### config.mk
export PLATFORM = sky130hd
export DESIGN_NAME = rti_front
export DESIGN_NICKNAME = d
export VERILOG_FILES = /design/src/design/rti_pkg.sv /design/src/design/rti_front.sv
export SDC_FILE = /design/constraint.sdc
export NUM_CORES = 1
export LEC_CHECK = 0
export ABC_AREA = 1
export BUFFER_PORTS_ARGS = -buffer_cell sky130_fd_sc_hd__buf_2
export CORE_AREA = 2 2 317 319
export CTS_BUF_LIST = sky130_fd_sc_hd__clkbuf_4
export DETAILED_ROUTE_END_ITERATION = 8
export DIE_AREA = 0 0 319 321
export GPL_TIMING_DRIVEN = 0
export PLACE_DENSITY_LB_ADDON = 0.12
export SLEW_MARGIN = 20
export SYNTH_ARGS = -nofsm -noshare
export SYNTH_HDL_FRONTEND = slang
export SYNTH_SLANG_ARGS = --single-unit
### constraint.sdc
create_clock -name clk -period 2.7 [get_ports clk]
set_clock_uncertainty 0.15 [all_clocks]
set_input_delay 0.135 -clock clk [delete_from_list [all_inputs] [get_ports clk]]
set_output_delay 0.135 -clock clk [all_outputs]
set_load 0.05 [all_outputs]
### src/design/rti_pkg.sv
// Shared types, constants and saturating helpers for the ray/triangle core.
`timescale 1ns / 1ps
package rti_pkg;

	localparam int COORD_W    = 32;
	localparam int FRAC_W     = 16;
	localparam int INNER_W    = 56;
	localparam int EDGE_W     = COORD_W + 1;
	localparam int EPS_W      = 16;
	localparam int CFG_IDX_W  = 1;
	localparam int CFG_DATA_W = 16;
	localparam int QDEPTH     = 4;
	localparam int QPTR_W     = $clog2(QDEPTH);
	localparam int QCNT_W     = $clog2(QDEPTH + 1);
	localparam int MUL_LAT    = 2;
	localparam int DIV_STEPS  = INNER_W;
	localparam int DIV_LAT    = DIV_STEPS + 2;
	// queue head to result register
	localparam int PIPE_LAT   = 10 + DIV_LAT + 1 + MUL_LAT + 1;

	localparam logic CMD_LOAD = 1'b0;
	localparam logic CMD_TEST = 1'b1;

	localparam logic [CFG_IDX_W-1:0] REG_CULL = 1'b0;
	localparam logic [CFG_IDX_W-1:0] REG_EPS  = 1'b1;

	typedef logic signed [COORD_W-1:0] coord_t;
	typedef logic signed [EDGE_W-1:0]  edge_t;
	typedef logic signed [INNER_W-1:0] inner_t;

	localparam inner_t IN_MAX = {1'b0, {(INNER_W-1){1'b1}}};
	localparam inner_t IN_MIN = {1'b1, {(INNER_W-1){1'b0}}};
	localparam coord_t CO_MAX = {1'b0, {(COORD_W-1){1'b1}}};
	localparam coord_t CO_MIN = {1'b1, {(COORD_W-1){1'b0}}};

	typedef struct packed {
		logic       command;
		logic [1:0] vertex_select;
		coord_t     pos_x;
		coord_t     pos_y;
		coord_t     pos_z;
		coord_t     dir_x;
		coord_t     dir_y;
		coord_t     dir_z;
		coord_t     t_lower;
		coord_t     t_upper;
	} req_t;

	typedef struct packed {
		logic   hit;
		coord_t hit_distance;
		coord_t point_x;
		coord_t point_y;
		coord_t point_z;
		coord_t normal_x;
		coord_t normal_y;
		coord_t normal_z;
	} rsp_t;

	typedef struct packed {
		logic             cull_backfaces;
		logic [EPS_W-1:0] det_epsilon;
	} cfg_t;

	// one queued test: ray plus edges taken from the vertex store at accept
	typedef struct packed {
		coord_t [2:0] o;
		coord_t [2:0] d;
		coord_t       tl;
		coord_t       tu;
		edge_t  [2:0] e1;
		edge_t  [2:0] e2;
		edge_t  [2:0] tv;
	} qent_t;

	function automatic inner_t ext_coord(coord_t c);
		return {{(INNER_W-COORD_W){c[COORD_W-1]}}, c};
	endfunction

	function automatic inner_t ext_edge(edge_t e);
		return {{(INNER_W-EDGE_W){e[EDGE_W-1]}}, e};
	endfunction

	function automatic inner_t sat_add(inner_t a, inner_t b);
		logic [INNER_W:0] s;
		s = {a[INNER_W-1], a} + {b[INNER_W-1], b};
		if (s[INNER_W] != s[INNER_W-1])
			return s[INNER_W] ? IN_MIN : IN_MAX;
		return s[INNER_W-1:0];
	endfunction

	function automatic inner_t sat_sub(inner_t a, inner_t b);
		logic [INNER_W:0] s;
		s = {a[INNER_W-1], a} - {b[INNER_W-1], b};
		if (s[INNER_W] != s[INNER_W-1])
			return s[INNER_W] ? IN_MIN : IN_MAX;
		return s[INNER_W-1:0];
	endfunction

	function automatic inner_t sat_neg(inner_t a);
		return sat_sub('0, a);
	endfunction

	function automatic coord_t clamp_coord(inner_t x);
		logic [INNER_W-COORD_W:0] hi;
		hi = x[INNER_W-1:COORD_W-1];
		if ((&hi) || !(|hi))
			return x[COORD_W-1:0];
		return x[INNER_W-1] ? CO_MIN : CO_MAX;
	endfunction

endpackage

### src/design/rti_front.sv
// Front end: takes request words, keeps the vertex store, queues ray tests.
`timescale 1ns / 1ps
module rti_front import rti_pkg::*; (
	input  logic  clk,
	input  logic  arst_n,
	input  logic  req_valid,
	input  req_t  req,
	output logic  req_stall,
	input  logic  full,
	output logic  push,
	output qent_t entry
);

	coord_t [2:0] vtx_q [3];
	logic         accept;

	function automatic edge_t dif(coord_t a, coord_t b);
		return {a[COORD_W-1], a} - {b[COORD_W-1], b};
	endfunction

	assign req_stall = full;
	assign accept    = req_valid && !full;
	assign push      = accept && (req.command == CMD_TEST);

	always_ff @(posedge clk or negedge arst_n) begin
		if (!arst_n) begin
			for (int k = 0; k < 3; k++)
				vtx_q[k] <= '0;
		end else if (accept && req.command == CMD_LOAD && req.vertex_select != 2'd3) begin
			vtx_q[req.vertex_select] <= {req.pos_z, req.pos_y, req.pos_x};
		end
	end

	always_comb begin
		entry.o  = {req.pos_z, req.pos_y, req.pos_x};
		entry.d  = {req.dir_z, req.dir_y, req.dir_x};
		entry.tl = req.t_lower;
		entry.tu = req.t_upper;
		for (int k = 0; k < 3; k++) begin
			entry.e1[k] = dif(vtx_q[1][k], vtx_q[0][k]);
			entry.e2[k] = dif(vtx_q[2][k], vtx_q[0][k]);
			entry.tv[k] = dif(entry.o[k], vtx_q[0][k]);
		end
	end

endmodule

* Yosys cells after proc, flatten, opt, wreduce, memory -nomap -nowiden
Index checks and enable logic that the tools add are counted.
Operators by class: mux-type cells 3, reduce and logical (&&, ||, !) cells 6, eq/ne operators 1, bitwise gates (word level) 2, order comparisons 2, $add $sub $neg 9
Operator list (count):
- subtractor 32 x 32 -> 33 bit | 9
- bitwise mux 288 bit | 1
- demux 96 bit (select 2 bit) | 1
- two-way mux 96 bit | 1
- logical AND 1 bit | 5
- >= comparator 3 bit, second input constant | 1
- less-than comparator 3 x 1 -> 1 bit, second input constant | 1
- inverter 2 -> 3 bit | 1
- != test 2 bit, second input constant | 1
- zero test 1 bit | 1
- inverter 1 bit | 1
Word-level totals: flip-flop bits (word level) 288, word-level logic and storage cells 32, output and inout port bits 555, input bits 263

* Logic depth before layout (Yosys ltp)
Gate-level depths: netlist of run 1.
depth in word-level cells 6, mapped depth 14, mapped depth without buffers 14

* Least setup slack after synthesis of run 1
No wires, ideal clock.
path type reg2out, start reg vtx_q[224] (netlist name), end out entry[148] (netlist name), buffers on the path 0, setup slack 155 ps, cell stages (with the launch flop) 11, required time 2415 ps, data arrival time 2260 ps, cell sequence dfrtp_1 > ha_1 > fa_1 > inv_1 > nand2_1 > nand2_1 > nand3_1 > nand2_1 > nand2_1 > nand2_2 > xor2_1
RTL lines:
- start: declaration | line rti_front.sv:14 | coord_t [2:0] vtx_q [3];
- start signal: indexed assignment | line rti_front.sv:30 | vtx_q[req.vertex_select] <= {req.pos_z, req.pos_y, req.pos_x};
- end: declaration | line rti_front.sv:11 | output qent_t entry

==> results of run 1 <==
per-stage QoR:
stage               TNS (ns)  setup WS [ns]
floorplan                  0          0.155
global placement    -1275.29          -4.49
detailed placement     -1.86         -0.231
CTS                  -114.06         -0.673
global route         -122.18         -0.667
finish                -83.83         -0.555
timing repair:
item / in CTS / in global routing
gates resized for setup: 1718 / 1006
hold buffers: 140 / 0
pin swaps: 239 / 365
buffers inserted: 105 / 96
hold endpoints to repair: 521 / 0
setup endpoints to repair: 282 / 280
Yosys cell counts (19+ instances only):
cell	n	area share (%)
dfrtp_1	288	21
nand2_1	2533	27
a21oi_1	186	2.7
o21ai_0	33	0.47
nand3_1	199	2.9
inv_1	1332	14
nand2_2	46	0.82
buf_2	43	0.62
o21ai_1	243	3.5
buf_6	19	0.61
xor2_1	117	2.9
buf_4	260	5.6
nand4_1	36	0.64
nor2_1	374	4.0
ha_1	288	10
layer usage:
layer | vias up | global-route usage (%) | wire [µm]
li1 | 20200 | - | -
met1 | 18700 | 37.7 | 67700
met2 | 1006 | 45.6 | 69500
met3 | 179 | 3.55 | 7740
met4 | 6 | 6.16 | 3300
met5 | - | 0 | 46
cell families after synthesis:
family	Yosys count	synth area share, %
AOI/OAI and AO/OA	492	7.31
and+or+nand+nor	3247	36.7
buffers and inverters	1658	21.2
DFF	288	20.6
xor gates and xnor gates	135	3.38
adders and majority gates	297	10.8
worst max-delay path, delay by kind of cell (launching register included):
family | cells | cell delay [ns]
buffers and inverters | 3 | 0.37
AND/OR/NAND/NOR | 6 | 0.52
XOR/XNOR | 1 | 0.22
flip-flops | 1 | 0.48
adder cells (fa/ha/maj) | 2 | 0.56
power by group through the flow:
stage / Sequential (W) / Combinational (W) / Clock [W]
after floorplan: 0.00566 / 0.0266 / 0
after global placement: 0.00581 / 0.0358 / 0
after detailed placement: 0.00582 / 0.0359 / 0
after CTS: 0.00603 / 0.0459 / 0.00427
after global routing: 0.00622 / 0.0544 / 0.00448
final: 0.00611 / 0.0513 / 0.00411
how the worst max path moves through the flow:
stage,start,end,depth (start not counted)
CTS,vtx_q[256],entry[292],14
global placement,arst_n,vtx_q[32],1
finish,vtx_q[256],entry[276],12
floorplan,vtx_q[224],entry[148],10
global route,vtx_q[256],entry[193],14
detailed placement,vtx_q[224],entry[148],11
area by class of cell:
type / count / area, µm² / area share [%]
diodes: 2 / 5.00 / 0.00907
plain buffers: 320 / 2330 / 4.22
clock buffers: 118 / 886 / 1.61
clock inverters: 32 / 150 / 0.272
inverters: 1332 / 5140 / 9.31
multi-input cells: 4171 / 29400 / 53.3
flip-flops and latches: 288 / 7210 / 13.1
well taps: 1298 / 1620 / 2.94
repair buffers: 988 / 8400 / 15.2
==> impl_metrics.json, run 1 <==
{
  "outcome": "finished, violations left",
  "violations": "negative setup slack",
  "place.gp.congestion": 0.949,
  "die_h_um": 321,
  "most-common-layout-cells": "nand2_1, inv_1, nand2_2",
  "worstHoldEndpoint": "vtx_q[157]",
  "fin_cells": 8549,
  "worstHoldStart": "req[221]",
  "cp.arrival_ns": 2.97,
  "max_freq_mhz": 307,
  "cts_inserted_buffers": 86,
  "synth_edf_count": 0,
  "min_period_over_period_pct": 121,
  "final_common_cell": "nand2_1",
  "dpl-instance-area_um2": 39900,
  "wirelength_um": 148000,
  "largest_reg_flops": 288,
  "ys_async_sr_fraction_pct": 100,
  "grt_first_pass_wirelength_um": 218000,
  "coreArea_um2": 99300,
  "grt_usage_pct": 27.4,
  "initialDrtViolationCount": 2354,
  "p_int_w": 0.0254,
  "place_inst": 8075,
  "drv_cap": 0,
  "grt_overflow": 0,
  "cts_tree": "done",
  "root_buffer": "clkbuf_4",
  "dpl.hpwl_um": 119000,
  "ys_ff_latch": 288,
  "power_density_nw_per_um2": 1110,
  "min_path_type": "in2reg",
  "p_clk_share_pct": 6.7,
  "tightest_slew_ns": 0.536,
  "die_width_um": 319,
  "routedWlPerCell_um": 17.3,
  "swShare_pct": 58.7,
  "slew_viol_final": 0,
  "viasPerCell": 4.69,
  "holdWs_ns": 0.0806,
  "worstHoldPathCells": 4,
  "first_global_vias": 38200,
  "critPathMaxFanout": 4,
  "cp_slowest_cell": "dfrtp_2",
  "num_vias": 40100,
  "syn_to_final_growth_pct": 58.0,
  "first_pass_iters": 6,
  "clock_path_buffers": 3,
  "portBuffers": 657,
  "synthesis.area_um2": 34900,
  "drc": 0,
  "finalPower_w": 0.0615,
  "drtAntennaViolNets": 0,
  "final_cell_area_um2": 55200,
  "grt_max_degree": 91,
  "final_hold_viol_count": 0,
  "h-tree-depth": 3,
  "p_leak_nw": 30.8,
  "regMostFlops": "vtx_q",
  "yosysUniqueCellTypes": 28,
  "layout.nets": 7747,
  "rr_endpoint": "vtx_q[36]",
  "peakVddDrop_v": 0.00147,
  "synth_ff_type": "dfrtp_1",
  "reg2reg_depth": 3,
  "r2r-start": "vtx_q[36]",
  "relSlewSlack_pct": 64.3,
  "drive_above_1_share_pct": 39.9,
  "syn_avg_cell_area_um2": 5.71,
  "layout_setup_ws_ns": -0.555,
  "endpoint_kind": "output pin",
  "utilization_pct": 55.6,
  "n_fill_cell": 9704,
  "io_pins": 818,
  "worst-setup-path-type": "reg2out",
  "worstSkewPairLatency_ns": 0.78,
  "setup_viol": 274,
  "ys_seq_area_share_pct": 20.6,
  "critPathRequiredTime_ns": 2.41,
  "combPwrFrac_pct": 83.4,
  "top_regs": "vtx_q: 288 flops",
  "cpPeakStageDelay_ns": 0.48,
  "fin_crit_ns": 3.26,
  "rows": 116,
  "antenna_found_initial": 6,
  "rsz0062_at_grt": "true",
  "synth_cells": 6117,
  "synth_fp_nets": 6677,
  "crit_chain": "ha_4, fa_2, inv_2, nand2_2, nand2_2, nand3_4, nand2_4, nand2_4, nand2_8, buf_6, xor2_4, buf_8",
  "sequentialPowerShare_pct": 9.9,
  "reg2reg_slack_ns": 1.32,
  "clk_pin_slew_ns": 0.06,
  "clock-sinks": 288,
  "start_util_pct": 35.2,
  "die-area_um2": 102000,
  "worstSetupStartpointType": "flop",
  "p_sw_w": 0.0361,
  "yosys_warnings": 0
}
Power figures use the tool's default switching activity.
==> inputs of run 2 (changes only) <==
--- a/config.mk
+++ b/config.mk
@@ -5,12 +5,11 @@
 export SDC_FILE = /design/constraint.sdc
 export NUM_CORES = 1
 export LEC_CHECK = 0
-export ABC_AREA = 1
 export BUFFER_PORTS_ARGS = -buffer_cell sky130_fd_sc_hd__buf_2
-export CORE_AREA = 2 2 317 319
+export CORE_AREA = 2 2 318 320
 export CTS_BUF_LIST = sky130_fd_sc_hd__clkbuf_4
 export DETAILED_ROUTE_END_ITERATION = 8
-export DIE_AREA = 0 0 319 321
+export DIE_AREA = 0 0 320 322
 export GPL_TIMING_DRIVEN = 0
 export PLACE_DENSITY_LB_ADDON = 0.12
 export SLEW_MARGIN = 20
==> run 2 against run 1 <==
The run still ends with negative setup slack left. Die area increased by 0.63%. Hold slack improved by 0.019 ns. Cell area fell by 22%. Final cell count is 36% lower. Critical path type unchanged. Largest cell class unchanged.
==> impl_metrics.json, run 2 <==
{
  "drv_cap": 0,
  "die-area_um2": 103000,
  "endpoint_kind": "output pin",
  "coreArea_um2": 99600,
  "synth_edf_count": 0,
  "syn_to_final_growth_pct": 64.7,
  "initialDrtViolationCount": 1008,
  "outcome": "finished, violations left",
  "drtAntennaViolNets": 0,
  "synth_top_area_share_pct": 27.4,
  "rows": 116,
  "die_h_um": 322,
  "muxShareOfSynthArea_pct": 7.84,
  "place.gp.congestion": 0.872,
  "place_inst": 4949,
  "p_leak_nw": 19.8,
  "h-tree-depth": 3,
  "max_freq_mhz": 231,
  "worst-setup-path-type": "reg2out",
  "synth_fp_nets": 3547,
  "syn_avg_cell_area_um2": 8.80,
  "layout.nets": 4701,
  "finalPower_w": 0.0582,
  "cp.arrival_ns": 4.04,
  "die_width_um": 320,
  "yosys-top-cells-area": "dfrtp_1, ha_1, mux2_2",
  "slew_viol_final": 0,
  "worstHoldEndpoint": "vtx_q[207]",
  "regMostFlops": "vtx_q",
  "ys_ff_latch": 288,
  "reg2reg_depth": 3,
  "final_hold_viol_count": 0,
  "portBuffers": 657,
  "relSlewSlack_pct": 36.1,
  "rsz0062_at_grt": "true",
  "synthesis.area_um2": 26300,
  "power_density_nw_per_um2": 1340,
  "cts_tree": "done",
  "io_pins": 818,
  "tightest_slew_ns": 0.959,
  "most-common-layout-cells": "buf_2, buf_4, dfrtp_1",
  "clock-sinks": 288,
  "worstSetupStartpointType": "flop",
  "grt_max_degree": 87,
  "min_path_type": "in2reg",
  "start_util_pct": 26.4,
  "fin_cells": 5504,
  "ys_seq_area_share_pct": 27.4,
  "seq_area_um2": 7210,
  "num_vias": 26100,
  "ys_async_sr_fraction_pct": 100,
  "multi_input_area_um2": 22400,
  "first_pass_iters": 5,
  "grt_overflow": 0,
  "layout_setup_ws_ns": -1.62,
  "n_fill_cell": 9872,
  "top_regs": "vtx_q: 288 flops",
  "rr_endpoint": "vtx_q[224]",
  "synth_compound_area_share_pct": 20.0,
  "yosys_warnings": 0,
  "yosys.area_share.simple_pct": 11.4,
  "clk_pin_slew_ns": 0.06,
  "final_common_cell": "buf_2",
  "worstHoldPathCells": 4,
  "viasPerCell": 4.74,
  "yosys.area.top_type": "dfrtp_1",
  "grt_first_pass_wirelength_um": 157000,
  "violations": "negative setup slack",
  "dpl.hpwl_um": 82000,
  "reg2reg_slack_ns": 1.06,
  "drive_above_1_share_pct": 51.2,
  "preCtsSetupSlack_ns": -1.29,
  "critPathRequiredTime_ns": 2.41,
  "holdWs_ns": 0.0994,
  "worstHoldStart": "req[239]",
  "peakVddDrop_v": 0.00124,
  "clock_path_buffers": 3,
  "ys_top_cells_by_count": "dfrtp_1, ha_1, buf_4, o21ai_0, a21oi_1",
  "synth_ff_type": "dfrtp_1",
  "synth_cells": 2987,
  "r2r-start": "vtx_q[224]",
  "first_global_vias": 25900,
  "wirelength_um": 107000,
  "largest_reg_flops": 288,
  "cts_inserted_buffers": 88,
  "worstSkewPairLatency_ns": 0.79,
  "critPathMaxFanout": 3,
  "fin_crit_ns": 4.32,
  "root_buffer": "clkbuf_4",
  "antenna_found_initial": 3,
  "utilization_pct": 43.5,
  "synth-xor-area-share_pct": 8.16,
  "yosysUniqueCellTypes": 75,
  "min_period_over_period_pct": 160,
  "grt_usage_pct": 19.7,
  "drc": 0,
  "routedWlPerCell_um": 19.4,
  "synth_top_family_by_area": "compound AO/OA/AOI/OAI gates",
  "setup_viol": 370,
  "synth-adder-area-share_pct": 14.4
}
## run 2: changes by cell type after synthesis, moves of 46 or more
cell	previous run	this run
nand3_1	199	46
inv_1	1332	179
clkbuf_1	3	61
mux2_2	0	183
o21ai_0	33	229
o21a_1	0	57
xor2_1	117	69
xnor2_1	18	176
nor2_1	374	163
o21ai_1	243	6
nand2_2	46	0
a21o_1	9	106
nand2_1	2533	224
## run 2: layer usage
metal	vias up	GRT usage [%]	wire length [µm]
met1	12600	23.7	44100
met3	129	4.18	5660
li1	12700	-	-
met4	0	4.51	2060
met2	626	35.9	54700
met5	-	0	0
## run 2: how the worst max path moves through the flow
stage                          start    endpoint  slack, ns  cells after the start
after floorplan           vtx_q[197]  entry[230]      -0.57                     11
after detailed placement  vtx_q[256]  entry[195]      -1.29                     13
after global placement        arst_n  vtx_q[193]      -5.38                      1
final                     vtx_q[193]  entry[130]      -1.62                     15
after global routing      vtx_q[224]   entry[65]      -1.75                     13
after CTS                 vtx_q[224]   entry[65]      -1.76                     13
## run 2: critical path: stages, from the launching register on
cell and delay [ns]:
dfrtp_2 0.42, inv_4 0.06, buf_6 0.10, ha_4 0.18
nor2b_4 0.12, o31a_1 0.27, o41a_1 0.42, buf_4 0.18
o21ai_4 0.18, a21oi_4 0.12, nor4_4 0.24, o41ai_4 0.16
buf_4 0.18, a221oi_4 0.26, xnor2_2 0.16, buf_6 0.18
## run 2: per-stage QoR
step / TNS [ns] / instance area (µm²)
floorplan: -21.44 / 29500
global placement: -1839.45 / 34400
detailed placement: -119.22 / 34600
CTS: -340.89 / 41100
global route: -371.51 / 43300
finish: -296.71 / 43300
## run 2: kinds of logic after synthesis
group                    Yosys count
AND/OR/NAND/NOR                  642
multiplexers                     183
adder cells (fa/ha/maj)          297
AO/OA/AOI/OAI                    835
XOR/XNOR                         245
buffers and inverters            497
flip-flops                       288
## run 2: layout make-up
| cell class | count | share of cell area, % |
|---|---|---|
| diodes | 3 | 0.0173 |
| plain buffers | 307 | 4.92 |
| multi-input cells | 2202 | 51.6 |
| repair buffers | 1075 | 19.0 |
| clock buffers | 127 | 2.20 |
| flip-flops and latches | 288 | 16.7 |
| clock inverters | 25 | 0.298 |
| well taps | 1298 | 3.75 |
| inverters | 179 | 1.58 |
## run 2: power breakdown
part | switching, W | internal [W] | total (W) | leakage (nW)
logic | 0.0302 | 0.0178 | 0.0479 | 15.7
registers | 0.000567 | 0.00533 | 0.00590 | 3.50
clock network | 0.00211 | 0.00224 | 0.00435 | 0.656
total | 0.0329 | 0.0253 | 0.0582 | 19.8
## run 2: repair_timing
action,4_1_cts,5_1_grt
hold buffers,180,0
gates cloned,0,0
pin swaps,196,223
setup endpoints to repair,285,389
buffers inserted,157,103
gates resized for setup,538,388
hold endpoints to repair,576,0
